[src/hw/rtl/crfn_pkg.sv]
// Shared types, result codes and chord interval tables for the four-note chord recognizer.
// No dependencies; every other file of the block imports this package.
`timescale 1ns / 1ps

package crfn_pkg;

    // Result kinds.
    localparam logic [2:0] KIND_NONE     = 3'd0;
    localparam logic [2:0] KIND_NOTE     = 3'd1;
    localparam logic [2:0] KIND_INTERVAL = 3'd2;
    localparam logic [2:0] KIND_TRIAD    = 3'd3;
    localparam logic [2:0] KIND_CHORD    = 3'd4;

    localparam int OCTAVE = 12;
    localparam int TRIAD_COUNT = 6;
    localparam int CHORD_COUNT = 9;

    // Intervals above the root, in semitones.
    localparam int TRIAD_TAB [TRIAD_COUNT][2] = '{
        '{4, 7}, '{4, 8}, '{3, 7}, '{3, 6}, '{2, 7}, '{5, 7}
    };
    localparam int CHORD_TAB [CHORD_COUNT][3] = '{
        '{4, 7, 9}, '{4, 7, 10}, '{4, 7, 11}, '{4, 8, 10}, '{3, 7, 9},
        '{3, 7, 10}, '{3, 7, 11}, '{3, 6, 9}, '{3, 6, 10}
    };

    // Sorted note set, as differences from the lowest notes plus pitch classes.
    typedef struct packed {
        logic [2:0]      count;
        logic [8:0]      d1;     // p1 - p0
        logic [8:0]      d2;     // p2 - p0
        logic [8:0]      d3;     // p3 - p0
        logic [8:0]      e1;     // p2 - p1
        logic [8:0]      e2;     // p3 - p1
        logic [3:0][3:0] pc;     // pitch class of each sorted note
    } notes_t;

    typedef struct packed {
        logic [2:0] kind;
        logic [3:0] root_class;
        logic [3:0] quality;
        logic       has_bass;
        logic [3:0] bass_class;
    } result_t;

endpackage

[src/hw/rtl/crfn_classify.sv]
// Chord table matching and result selection for one sorted note set.
// Depends on crfn_pkg for the tables, the result codes and the stage types.
`timescale 1ns / 1ps

module crfn_classify import crfn_pkg::*; (
    input  notes_t  notes,
    output result_t result
);

    typedef struct packed {
        logic       hit;
        logic [2:0] kind;
        logic [1:0] root_sel;
        logic [1:0] bass_sel;
        logic [3:0] qual;
        logic       inv;
    } match_t;

    // Triad on three consecutive sorted notes starting at index base, with the
    // interval fallback when the outer or upper pair spans whole octaves.
    function automatic match_t triad_eval(input logic [8:0] i1, input logic [8:0] i2,
                                          input logic m_outer, input logic m_upper,
                                          input logic [1:0] base);
        match_t r;
        r = '0;
        for (int t = 0; t < TRIAD_COUNT; t++) begin
            if (!r.hit && i1 == 9'(TRIAD_TAB[t][0]) && i2 == 9'(TRIAD_TAB[t][1])) begin
                r = '{1'b1, KIND_TRIAD, base, base, 4'(t), 1'b0};
            end
        end
        for (int t = 0; t < TRIAD_COUNT; t++) begin
            if (!r.hit && i1 == 9'(OCTAVE - TRIAD_TAB[t][1])
                    && i2 == 9'(TRIAD_TAB[t][0] + OCTAVE - TRIAD_TAB[t][1])) begin
                r = '{1'b1, KIND_TRIAD, 2'(base + 2'd1), base, 4'(t), 1'b1};
            end
        end
        for (int t = 0; t < TRIAD_COUNT; t++) begin
            if (!r.hit && i1 == 9'(TRIAD_TAB[t][1] - TRIAD_TAB[t][0])
                    && i2 == 9'(OCTAVE - TRIAD_TAB[t][0])) begin
                r = '{1'b1, KIND_TRIAD, 2'(base + 2'd2), base, 4'(t), 1'b1};
            end
        end
        if (!r.hit && (m_outer || m_upper) && i1 <= 9'(OCTAVE)) begin
            r = '{1'b1, KIND_INTERVAL, base, base, i1[3:0], 1'b0};
        end
        return r;
    endfunction

    // Four-note chord in root position and its three inversions.
    function automatic match_t chord_eval(input logic [8:0] i1, input logic [8:0] i2,
                                          input logic [8:0] i3);
        match_t r;
        r = '0;
        for (int c = 0; c < CHORD_COUNT; c++) begin
            if (!r.hit && i1 == 9'(CHORD_TAB[c][0]) && i2 == 9'(CHORD_TAB[c][1])
                    && i3 == 9'(CHORD_TAB[c][2])) begin
                r = '{1'b1, KIND_CHORD, 2'd0, 2'd0, 4'(c), 1'b0};
            end
        end
        for (int c = 0; c < CHORD_COUNT; c++) begin
            if (!r.hit && i1 == 9'(OCTAVE - CHORD_TAB[c][2])
                    && i2 == 9'(CHORD_TAB[c][0] + OCTAVE - CHORD_TAB[c][2])
                    && i3 == 9'(CHORD_TAB[c][1] + OCTAVE - CHORD_TAB[c][2])) begin
                r = '{1'b1, KIND_CHORD, 2'd1, 2'd0, 4'(c), 1'b1};
            end
        end
        for (int c = 0; c < CHORD_COUNT; c++) begin
            if (!r.hit && i1 == 9'(CHORD_TAB[c][2] - CHORD_TAB[c][1])
                    && i2 == 9'(OCTAVE - CHORD_TAB[c][1])
                    && i3 == 9'(CHORD_TAB[c][0] + OCTAVE - CHORD_TAB[c][1])) begin
                r = '{1'b1, KIND_CHORD, 2'd2, 2'd0, 4'(c), 1'b1};
            end
        end
        for (int c = 0; c < CHORD_COUNT; c++) begin
            if (!r.hit && i1 == 9'(CHORD_TAB[c][1] - CHORD_TAB[c][0])
                    && i2 == 9'(CHORD_TAB[c][2] - CHORD_TAB[c][0])
                    && i3 == 9'(OCTAVE - CHORD_TAB[c][0])) begin
                r = '{1'b1, KIND_CHORD, 2'd3, 2'd0, 4'(c), 1'b1};
            end
        end
        return r;
    endfunction

    match_t m_low;
    match_t m_up;
    match_t m_four;
    match_t m_sel;

    // Equal pitch classes mean the two notes lie whole octaves apart.
    assign m_low  = triad_eval(notes.d1, notes.d2, notes.pc[0] == notes.pc[2],
                               notes.pc[1] == notes.pc[2], 2'd0);
    assign m_up   = triad_eval(notes.e1, notes.e2, notes.pc[1] == notes.pc[3],
                               notes.pc[2] == notes.pc[3], 2'd1);
    assign m_four = chord_eval(notes.d1, notes.d2, notes.d3);

    always_comb begin
        m_sel = '0;
        case (notes.count)
            3'd1: begin
                m_sel = '{1'b1, KIND_NOTE, 2'd0, 2'd0, 4'd0, 1'b0};
            end
            3'd2: begin
                if (notes.d1 <= 9'(OCTAVE)) begin
                    m_sel = '{1'b1, KIND_INTERVAL, 2'd0, 2'd0, notes.d1[3:0], 1'b0};
                end
            end
            3'd3: begin
                m_sel = m_low;
            end
            3'd4: begin
                if (m_four.hit) begin
                    m_sel = m_four;
                end else if (notes.pc[0] == notes.pc[1] && m_up.hit) begin
                    m_sel = m_up;
                end else if (notes.pc[0] == notes.pc[3] && m_low.hit) begin
                    m_sel = m_low;
                end else if (notes.pc[0] == notes.pc[2] && notes.pc[1] == notes.pc[3]
                        && notes.d1 <= 9'(OCTAVE)) begin
                    m_sel = '{1'b1, KIND_INTERVAL, 2'd0, 2'd0, notes.d1[3:0], 1'b0};
                end
            end
            default: begin
                m_sel = '0;
            end
        endcase
    end

    always_comb begin
        result = '0;
        if (m_sel.hit) begin
            result.kind       = m_sel.kind;
            result.root_class = notes.pc[m_sel.root_sel];
            result.quality    = m_sel.qual;
            result.has_bass   = m_sel.inv;
            result.bass_class = m_sel.inv ? notes.pc[m_sel.bass_sel] : 4'd0;
        end
    end

endmodule

[src/hw/rtl/chord_recognizer_four_note.sv]
// Four-note chord recognizer: an accepted input transaction passes through the register stages
// to its result on the output registers; one transaction is accepted every cycle while m_ready does not stall it.
// The four register stages are semitone rounding, dedup and sort, interval and pitch class
// extraction, and table matching into the output register; each stalls only when full.
// Reset (aresetn low, synchronous) empties all stages; payload registers are not reset.
`timescale 1ns / 1ps

module chord_recognizer_four_note import crfn_pkg::*; (
    input  logic               aclk,
    input  logic               aresetn,
    input  logic               s_valid,
    output logic               s_ready,
    input  logic signed [14:0] s_cv_a,
    input  logic signed [14:0] s_cv_b,
    input  logic signed [14:0] s_cv_c,
    input  logic signed [14:0] s_cv_d,
    input  logic               s_valid_a,
    input  logic               s_valid_b,
    input  logic               s_valid_c,
    input  logic               s_valid_d,
    output logic               m_valid,
    input  logic               m_ready,
    output logic [2:0]         m_kind,
    output logic [3:0]         m_root_class,
    output logic [3:0]         m_quality,
    output logic               m_has_bass,
    output logic [3:0]         m_bass_class
);

    // Semitones are carried with an offset of 192 (sixteen octaves), so every
    // note of the input range is a nonnegative 9-bit value and its pitch class
    // is unchanged.
    localparam logic [8:0] SEMI_OFFSET = 9'd192;

    // Rounds volts * 1024 times 12 to the nearest semitone, halves away from zero.
    function automatic logic [8:0] to_semi(input logic signed [14:0] x);
        logic signed [18:0] xe;
        logic signed [18:0] n;
        logic [17:0]        m;
        logic [18:0]        r;
        logic [7:0]         q;
        xe = {{4{x[14]}}, x};
        n  = (xe <<< 3) + (xe <<< 2);
        m  = n[18] ? 18'(-n) : n[17:0];
        r  = {1'b0, m} + 19'd512;
        q  = r[17:10];
        return n[18] ? SEMI_OFFSET - {1'b0, q} : SEMI_OFFSET + {1'b0, q};
    endfunction

    // Value modulo 12 through a reciprocal estimate and one correction step.
    function automatic logic [3:0] pclass(input logic [8:0] u);
        logic [14:0] prod;
        logic [5:0]  q;
        logic [10:0] t;
        prod = 15'(u) * 15'd43;
        q    = prod[14:9];
        t    = {2'b00, u} - 11'({q, 3'b000}) - 11'({q, 2'b00});
        if (t[10]) begin
            t = t + 11'd12;
        end
        return t[3:0];
    endfunction

    // Stage enables: a stage loads when it is empty or its contents move on.
    logic en1, en2, en3, en4;
    logic v1_reg, v2_reg, v3_reg, v4_reg;
    logic v1_next, v2_next, v3_next, v4_next;

    assign en4 = !v4_reg || m_ready;
    assign en3 = !v3_reg || en4;
    assign en2 = !v2_reg || en3;
    assign en1 = !v1_reg || en2;
    assign s_ready = en1;

    assign v1_next = en1 ? s_valid : v1_reg;
    assign v2_next = en2 ? v1_reg  : v2_reg;
    assign v3_next = en3 ? v2_reg  : v3_reg;
    assign v4_next = en4 ? v3_reg  : v4_reg;

    always_ff @(posedge aclk) begin
        if (!aresetn) begin
            v1_reg <= 1'b0;
            v2_reg <= 1'b0;
            v3_reg <= 1'b0;
            v4_reg <= 1'b0;
        end else begin
            v1_reg <= v1_next;
            v2_reg <= v2_next;
            v3_reg <= v3_next;
            v4_reg <= v4_next;
        end
    end

    // Stage 1: each voltage rounded to an offset semitone, with its presence flag.
    logic [3:0][8:0] semi_reg;
    logic [3:0]      pres_reg;

    always_ff @(posedge aclk) begin
        if (en1 && s_valid) begin
            semi_reg <= {to_semi(s_cv_d), to_semi(s_cv_c), to_semi(s_cv_b), to_semi(s_cv_a)};
            pres_reg <= {s_valid_d, s_valid_c, s_valid_b, s_valid_a};
        end
    end

    // Stage 2: a note repeating an earlier present note is dropped. The kept
    // notes go through a five-comparator sorting network; a dropped note gets
    // its top key bit set so that it sorts above every kept note.
    logic [3:0]       keep;
    logic [3:0][9:0]  key0, key1, key2;
    logic [2:0]       count_next;
    logic [3:0][8:0]  sorted_reg;
    logic [2:0]       count_reg;

    always_comb begin
        for (int i = 0; i < 4; i++) begin
            keep[i] = pres_reg[i];
            for (int j = 0; j < i; j++) begin
                if (pres_reg[j] && semi_reg[j] == semi_reg[i]) begin
                    keep[i] = 1'b0;
                end
            end
            key0[i] = {!keep[i], semi_reg[i]};
        end
        count_next = 3'(keep[0]) + 3'(keep[1]) + 3'(keep[2]) + 3'(keep[3]);

        key1 = key0;
        if (key0[0] > key0[1]) begin
            key1[0] = key0[1];
            key1[1] = key0[0];
        end
        if (key0[2] > key0[3]) begin
            key1[2] = key0[3];
            key1[3] = key0[2];
        end

        key2 = key1;
        if (key1[0] > key1[2]) begin
            key2[0] = key1[2];
            key2[2] = key1[0];
        end
        if (key1[1] > key1[3]) begin
            key2[1] = key1[3];
            key2[3] = key1[1];
        end
    end

    always_ff @(posedge aclk) begin
        if (en2 && v1_reg) begin
            sorted_reg[0] <= key2[0][8:0];
            sorted_reg[3] <= key2[3][8:0];
            if (key2[1] > key2[2]) begin
                sorted_reg[1] <= key2[2][8:0];
                sorted_reg[2] <= key2[1][8:0];
            end else begin
                sorted_reg[1] <= key2[1][8:0];
                sorted_reg[2] <= key2[2][8:0];
            end
            count_reg <= count_next;
        end
    end

    // Stage 3: intervals above the lowest and second-lowest notes, and pitch
    // classes. Entries past the note count hold don't-care values.
    notes_t notes_next;
    notes_t notes_reg;

    always_comb begin
        notes_next.count = count_reg;
        notes_next.d1    = sorted_reg[1] - sorted_reg[0];
        notes_next.d2    = sorted_reg[2] - sorted_reg[0];
        notes_next.d3    = sorted_reg[3] - sorted_reg[0];
        notes_next.e1    = sorted_reg[2] - sorted_reg[1];
        notes_next.e2    = sorted_reg[3] - sorted_reg[1];
        for (int i = 0; i < 4; i++) begin
            notes_next.pc[i] = pclass(sorted_reg[i]);
        end
    end

    always_ff @(posedge aclk) begin
        if (en3 && v2_reg) begin
            notes_reg <= notes_next;
        end
    end

    // Stage 4: table matching with inversions and octave fallbacks, registered
    // straight into the output transaction.
    result_t res_next;
    result_t res_reg;

    crfn_classify u_classify (
        .notes  (notes_reg),
        .result (res_next)
    );

    always_ff @(posedge aclk) begin
        if (en4 && v3_reg) begin
            res_reg <= res_next;
        end
    end

    assign m_valid      = v4_reg;
    assign m_kind       = res_reg.kind;
    assign m_root_class = res_reg.root_class;
    assign m_quality    = res_reg.quality;
    assign m_has_bass   = res_reg.has_bass;
    assign m_bass_class = res_reg.bass_class;

endmodule

[config.mk]
export PLATFORM = sky130hd
export DESIGN_NAME = chord_recognizer_four_note
export DESIGN_NICKNAME = d
export VERILOG_FILES = /design/src/hw/rtl/crfn_pkg.sv /design/src/hw/rtl/crfn_classify.sv /design/src/hw/rtl/chord_recognizer_four_note.sv
export SDC_FILE = /design/constraint.sdc
export NUM_CORES = 1
export LEC_CHECK = 0
export BUFFER_PORTS_ARGS = -buffer_cell sky130_fd_sc_hd__buf_2
export CAP_MARGIN = 5
export CORE_UTILIZATION = 55
export CTS_BUF_LIST = sky130_fd_sc_hd__clkbuf_8
export CTS_CLUSTER_SIZE = 8
export DETAILED_ROUTE_END_ITERATION = 10
export HOLD_SLACK_MARGIN = 0.02
export PLACE_DENSITY = 0.81
export SYNTH_ARGS = -nofsm -noshare
export SYNTH_HDL_FRONTEND = slang
export SYNTH_HIERARCHICAL = 1
export SYNTH_SLANG_ARGS = --single-unit
[constraint.sdc]
create_clock -name aclk -period 16.5 [get_ports aclk]
set_clock_uncertainty 0.15 [all_clocks]
set_input_delay 0.825 -clock aclk [delete_from_list [all_inputs] [get_ports aclk]]
set_output_delay 0.825 -clock aclk [all_outputs]
set_load 0.05 [all_outputs]
Yosys cells after proc, flatten, opt, wreduce, memory -nomap -nowiden. Cells that the tools add are included.

Flip-flop bits (word level): 163. Bits of input ports: 68. Word-level logic and storage cells: 514. Output and inout port bits: 18.

Magnitude comparators: 9. Multiply operators: 4. Reductions and logical operators: 280. Equal/unequal tests: 43. Add/subtract/negate cells: 40. Muxes and demuxes: 109.

Operator list (number): $mux W13 (79); $logic_and A1 B1 Y1 (194); $eq A9 B3 Y1 const B (12); $eq A9 B4 Y1 const B (10); $mux W18 (5); $logic_not A1 Y1 (79); $add A18 B17 Y19 (4); $add A18 B10 Y18 const B (4); $neg A18 Y18 (4); $mul A9 B6 Y15 const B (4); $eq A9 B9 Y1 (6); $mux W9 (6); $pmux W13 S4 (1); $gt A10 B10 Y1 (5); $sub A9 B9 Y9 (5); $sub A10 B9 Y11 (4); $mux W20 (2); $sub A9 B9 Y10 (4); $add A8 B8 Y9 const A (4); $eq A9 B2 Y1 const B (4); $sub A8 B8 Y9 const A (4); $eq A4 B4 Y1 (6); $mux W4 (6); $mux W10 (2); 14 further kinds (31).

Logic depth before layout (Yosys ltp).
Word-level depth: 183. Gate-level depth with buffers: 40. Mapped depth without buffers: 37.

Modules after synthesis. The synthesis kept the hierarchy.

By module, submodules not included: chord_recognizer_four_note (cells each 2157, instances 1, area an instance 20215.6 µm²); crfn_classify (cells each 502, instances 1, area an instance 3115.5 µm²).

Worst setup path after synthesis. Ideal clock, no wire load.

Kind: flip-flop to flip-flop. Start: register semi_reg (netlist bit key0[22]). End: register sorted_reg[21] (netlist name) (data pin). Cell stages (with the launch flop): 33. Setup time: 0.256 ns. Setup slack: 9.134 ns. Period minus slack after synthesis: 7.366 ns. Data arrival time: 6.959 ns. Cells stage by stage: edfxtp_1 ha_1 nand4_1 nor3_1 a32oi_1 and3_1 ha_1 a2111oi_0 nor2b_1 nor2_2 clkbuf_1 mux2i_1 inv_1 ha_1 inv_1 a21o_1 a221oi_1 o311a_1 nor2_2 mux2_2 ha_1 nor2b_1 o21a_1 o21ai_0 nand2b_1 a21oi_1 nor2b_1 o21ai_0 a21oi_1 o31ai_1 clkbuf_1 o31ai_1 o22a_1.

Longest elaborated chain between the ends: 11.

RTL lines: from (decl) (RTL line chord_recognizer_four_note.sv:95) `logic [3:0][8:0] semi_reg;`; from (signal assigned) (RTL line chord_recognizer_four_note.sv:100) `semi_reg <= {to_semi(s_cv_d), to_semi(s_cv_c), to_semi(s_cv_b), to_semi(s_cv_a)};`; $eq A9 B9 Y1 (RTL line chord_recognizer_four_note.sv:118) `if (pres_reg[j] && semi_reg[j] == semi_reg[i]) begin`; $logic_and A1 B1 Y1 (RTL line chord_recognizer_four_note.sv:118); $mux W1 (2 in series) (RTL line chord_recognizer_four_note.sv:118); $logic_not A1 Y1 (RTL line chord_recognizer_four_note.sv:122) `key0[i] = {!keep[i], semi_reg[i]};`; $gt A10 B10 Y1 (RTL line chord_recognizer_four_note.sv:131) `if (key0[2] > key0[3]) begin`; $mux W20 (*) (RTL line chord_recognizer_four_note.sv:131); $gt A10 B10 Y1, on equally long branches (RTL line chord_recognizer_four_note.sv:141, chord_recognizer_four_note.sv:137); $mux W10, on equally long branches (RTL line chord_recognizer_four_note.sv:141, chord_recognizer_four_note.sv:137); $gt A10 B10 Y1 (RTL line chord_recognizer_four_note.sv:151) `if (key2[1] > key2[2]) begin`; $mux W18 (*) (RTL line chord_recognizer_four_note.sv:151); to (decl) (RTL line chord_recognizer_four_note.sv:111) `logic [3:0][8:0] sorted_reg;`.

Mark *: on every way between the ends. The rest lies on a longest branch, timed or not. A chain may end at the register's enable or synchronous reset.

Worst setup path in the final report.
Start: register semi_reg (netlist bit key0[32]). End: register sorted_reg[18] (netlist name) (data pin).

Longest elaborated chain between the ends: 12.

RTL lines (RTL line): $eq A9 B9 Y1 (chord_recognizer_four_note.sv:118); $logic_and A1 B1 Y1 (chord_recognizer_four_note.sv:118); $mux W1 (3 in series) (chord_recognizer_four_note.sv:118); $logic_not A1 Y1 (chord_recognizer_four_note.sv:122); $gt A10 B10 Y1 (chord_recognizer_four_note.sv:131); $mux W20 (*) (chord_recognizer_four_note.sv:131); $gt A10 B10 Y1, on equally long branches (chord_recognizer_four_note.sv:141, chord_recognizer_four_note.sv:137); $mux W10, on equally long branches (chord_recognizer_four_note.sv:141, chord_recognizer_four_note.sv:137); $gt A10 B10 Y1 (chord_recognizer_four_note.sv:151); $mux W18 (*) (chord_recognizer_four_note.sv:151).

Marks and branches as above.

==> summary.txt <==
status -> complete, no violations
worst path arrival time -> 9060 ps
Yosys cell types -> 112
synth-to-layout area growth -> 5.22%
YS warnings -> 6
Bufs on Longest Clock Path -> 2
residual DRC count -> 0
aggregate global routing overflow -> 0
synth top area cells -> edfxtp_1 (20%), ha_1 (19%), xnor2_1 (5.4%), inv_1 (5.0%), fa_1 (5.0%)
setup TNS -> 0 ps
period utilisation layout -> 53.8%
dominant cell type by area after synthesis -> edfxtp_1
unrepaired setup endpoints after global routing -> false
post-CTS setup buffers -> 0
initial antenna violation count -> 0
average size of a mapped cell -> 8.77 µm²
CP top delay family -> compound AO/OA/AOI/OAI gates
Worst-path clk slew -> 90 ps
share of cells above drive strength 1 -> 7.99%
total number of vias -> 20200
final setup vio count -> 0
DR WL/cell -> 18.2 µm
H-Tree Depth -> 4
worst path bufs/invs -> 2
CTS Buf Count -> 17
CTS tree -> yes
clock root buffer -> clkbuf_8
first-pass GRT wire length -> 96.2 mm
HP Class -> reg2reg
post-CTS sizing -> 0
maximum clock rate -> 113 MHz
Reg area -> 4850 µm²
worst-margin pin slew -> 1250 ps
max-slew violation count -> 0
largest net degree at the start of global routing -> 65
die width -> 208 µm
critical path class -> reg2reg
CP max stage delay -> 660 ps
Slowest-stage cell, CP -> o311a_1
GPL Wtd Cong -> 1.01
Worst Setup Start Kind -> flip-flop
Post-Syn Area -> 23300 µm²
Core Region -> 41900 µm²
number of I/O port buffers -> 85
Tot GR Track Use -> 27.1%
Fillers -> 3660
Boundary Pins -> 86
min Tclk post-route -> 8880 ps
Syn Nets -> 3134
DIE AREA -> 43200 µm²
EDFF count, synth -> 159
post-route ant nets -> 0
HPWL after DPL -> 47.6 mm
crit-path max FO -> 26
Initial Utilization -> 55.7%
Net count, final -> 3166
CTS sink cnt -> 163
number of flip-flops in the largest register -> 64
top cell type's share of synthesized area -> 20.5%
Required @ worst endpoint -> 16690 ps
total routed wirelength -> 58.9 mm
vias in the first global route -> 19900
ys async rst share -> 0%
top_reg_cell synth -> edfxtp_1
Multi-input gate area -> 17000 µm²
iteration-0 DRC count of the detailed router -> 1270
die height -> 208 µm
sequential area share after synthesis -> 20.8%
# diodes -> 0
Seq cells post-synth -> 163
Rows -> 75
Slew headroom -> 16.5%
critical path endpoint category -> flip-flop
cts hold-fix bufs -> 0
Hold Fails Final Rpt -> 0
Syn Inst Count -> 2659
first-pass detailed-route iteration total -> 6
worst skew pair latency -> 500 ps
max-cap violations -> 0
Vias/cell -> 6.22
==> worst reg2reg max path: cells and delay by family (launching register included) <==
| kind | cells | cell delay, ps |
|---|---|---|
| compound gates | 14 | 3520 |
| simple gates | 11 | 2520 |
| fa+ha+maj | 4 | 1250 |
| flops | 1 | 470 |
| buf+inv | 2 | 430 |
| mux | 1 | 360 |
==> worst paths after layout <==
path                      from             end  slack [ps]  cells past startpoint
setup / recovery      key0[32]  sorted_reg[18]        7620                     32
hold / removal    count_reg[1]   notes_reg[62]         270                      0
setup reg to reg      key0[32]  sorted_reg[18]        7620                     32
hold reg to reg   count_reg[1]   notes_reg[62]         270                      0
==> logic make-up (layout without fill, tap and decap cells) <==
group	Yosys count	after routing	synth area share, %
muxes	56	56	2.53
buffers and inverters	400	445	6.64
AOI/OAI and AO/OA	680	680	20.0
and+or+nand+nor	702	702	16.9
xor gates and xnor gates	250	250	9.45
DFF	163	163	20.8
adders and majority gates	408	408	23.7
==> cells in the mapped netlist, drive strengths merged, types with 14 or more instances <==
master,count
a211oi,23
fa,58
o221ai,14
a21o,60
and3,16
nand2,110
xnor2,146
or3,16
xor2,104
nor2,152
nand2b,35
o21ai,126
nor3,44
nand4,50
nand3,45
edfxtp,159
buf,30
a31oi,20
mux2i,36
nor2b,69
inv,314
and2,23
o31ai,23
o21bai,25
nor3b,18
ha,349
o211ai,42
nor4,39
clkbuf,55
a21oi,164
o21a,36
mux2,20
==> cell usage in the layout (no fill, tap or decap), types with 22 or more instances in the layout <==
master    instances
nor4_1           35
nand4_1          49
o21ai_0         111
a21oi_1         164
edfxtp_1        159
nor2_1          149
fa_1             58
nand3_1          44
nand2b_1         35
xor2_1          104
nand2_1         110
inv_1           314
ha_1            349
a211oi_1         22
o21bai_1         25
o211ai_1         41
mux2i_1          36
o21a_1           36
nor3_1           42
a21o_1           60
nor2b_1          67
buf_2            85
xnor2_1         144
==> cell type report <==
type,instances,area share [%]
flip-flops and latches,163,19.8
clock inverters,15,0.443
well taps,539,2.75
repair buffers,98,2.13
multi-input cells,2096,69.1
inverters,315,4.82
clock buffers,17,0.953
==> routing by layer <==
metal / track usage [%] / part of all wire (%) / vias up
met5: 0 / 0 / -
met4: 11.0 / 3.5 / 0
met3: 3.58 / 4.6 / 133
met2: 49.2 / 50 / 621
met1: 32.1 / 41 / 9618
li1: - / - / 9790
==> stage by stage <==
stage	util (%)	instance area (µm²)	std cells	setup slack [ps]	hold slack, ps
final	58.7	24500	3243	7620	275
after global routing	58.7	24500	3243	7030	288
after CTS	58.7	24500	3243	7780	276
after detailed placement	57.8	24200	3211	7780	255
after global placement	57.8	24200	3211	7960	259
after floorplan	-	23300	2659	9130	250
Power is not shown: default switching activity piles up to over one toggle a cycle in this logic, so the estimate is an artifact.
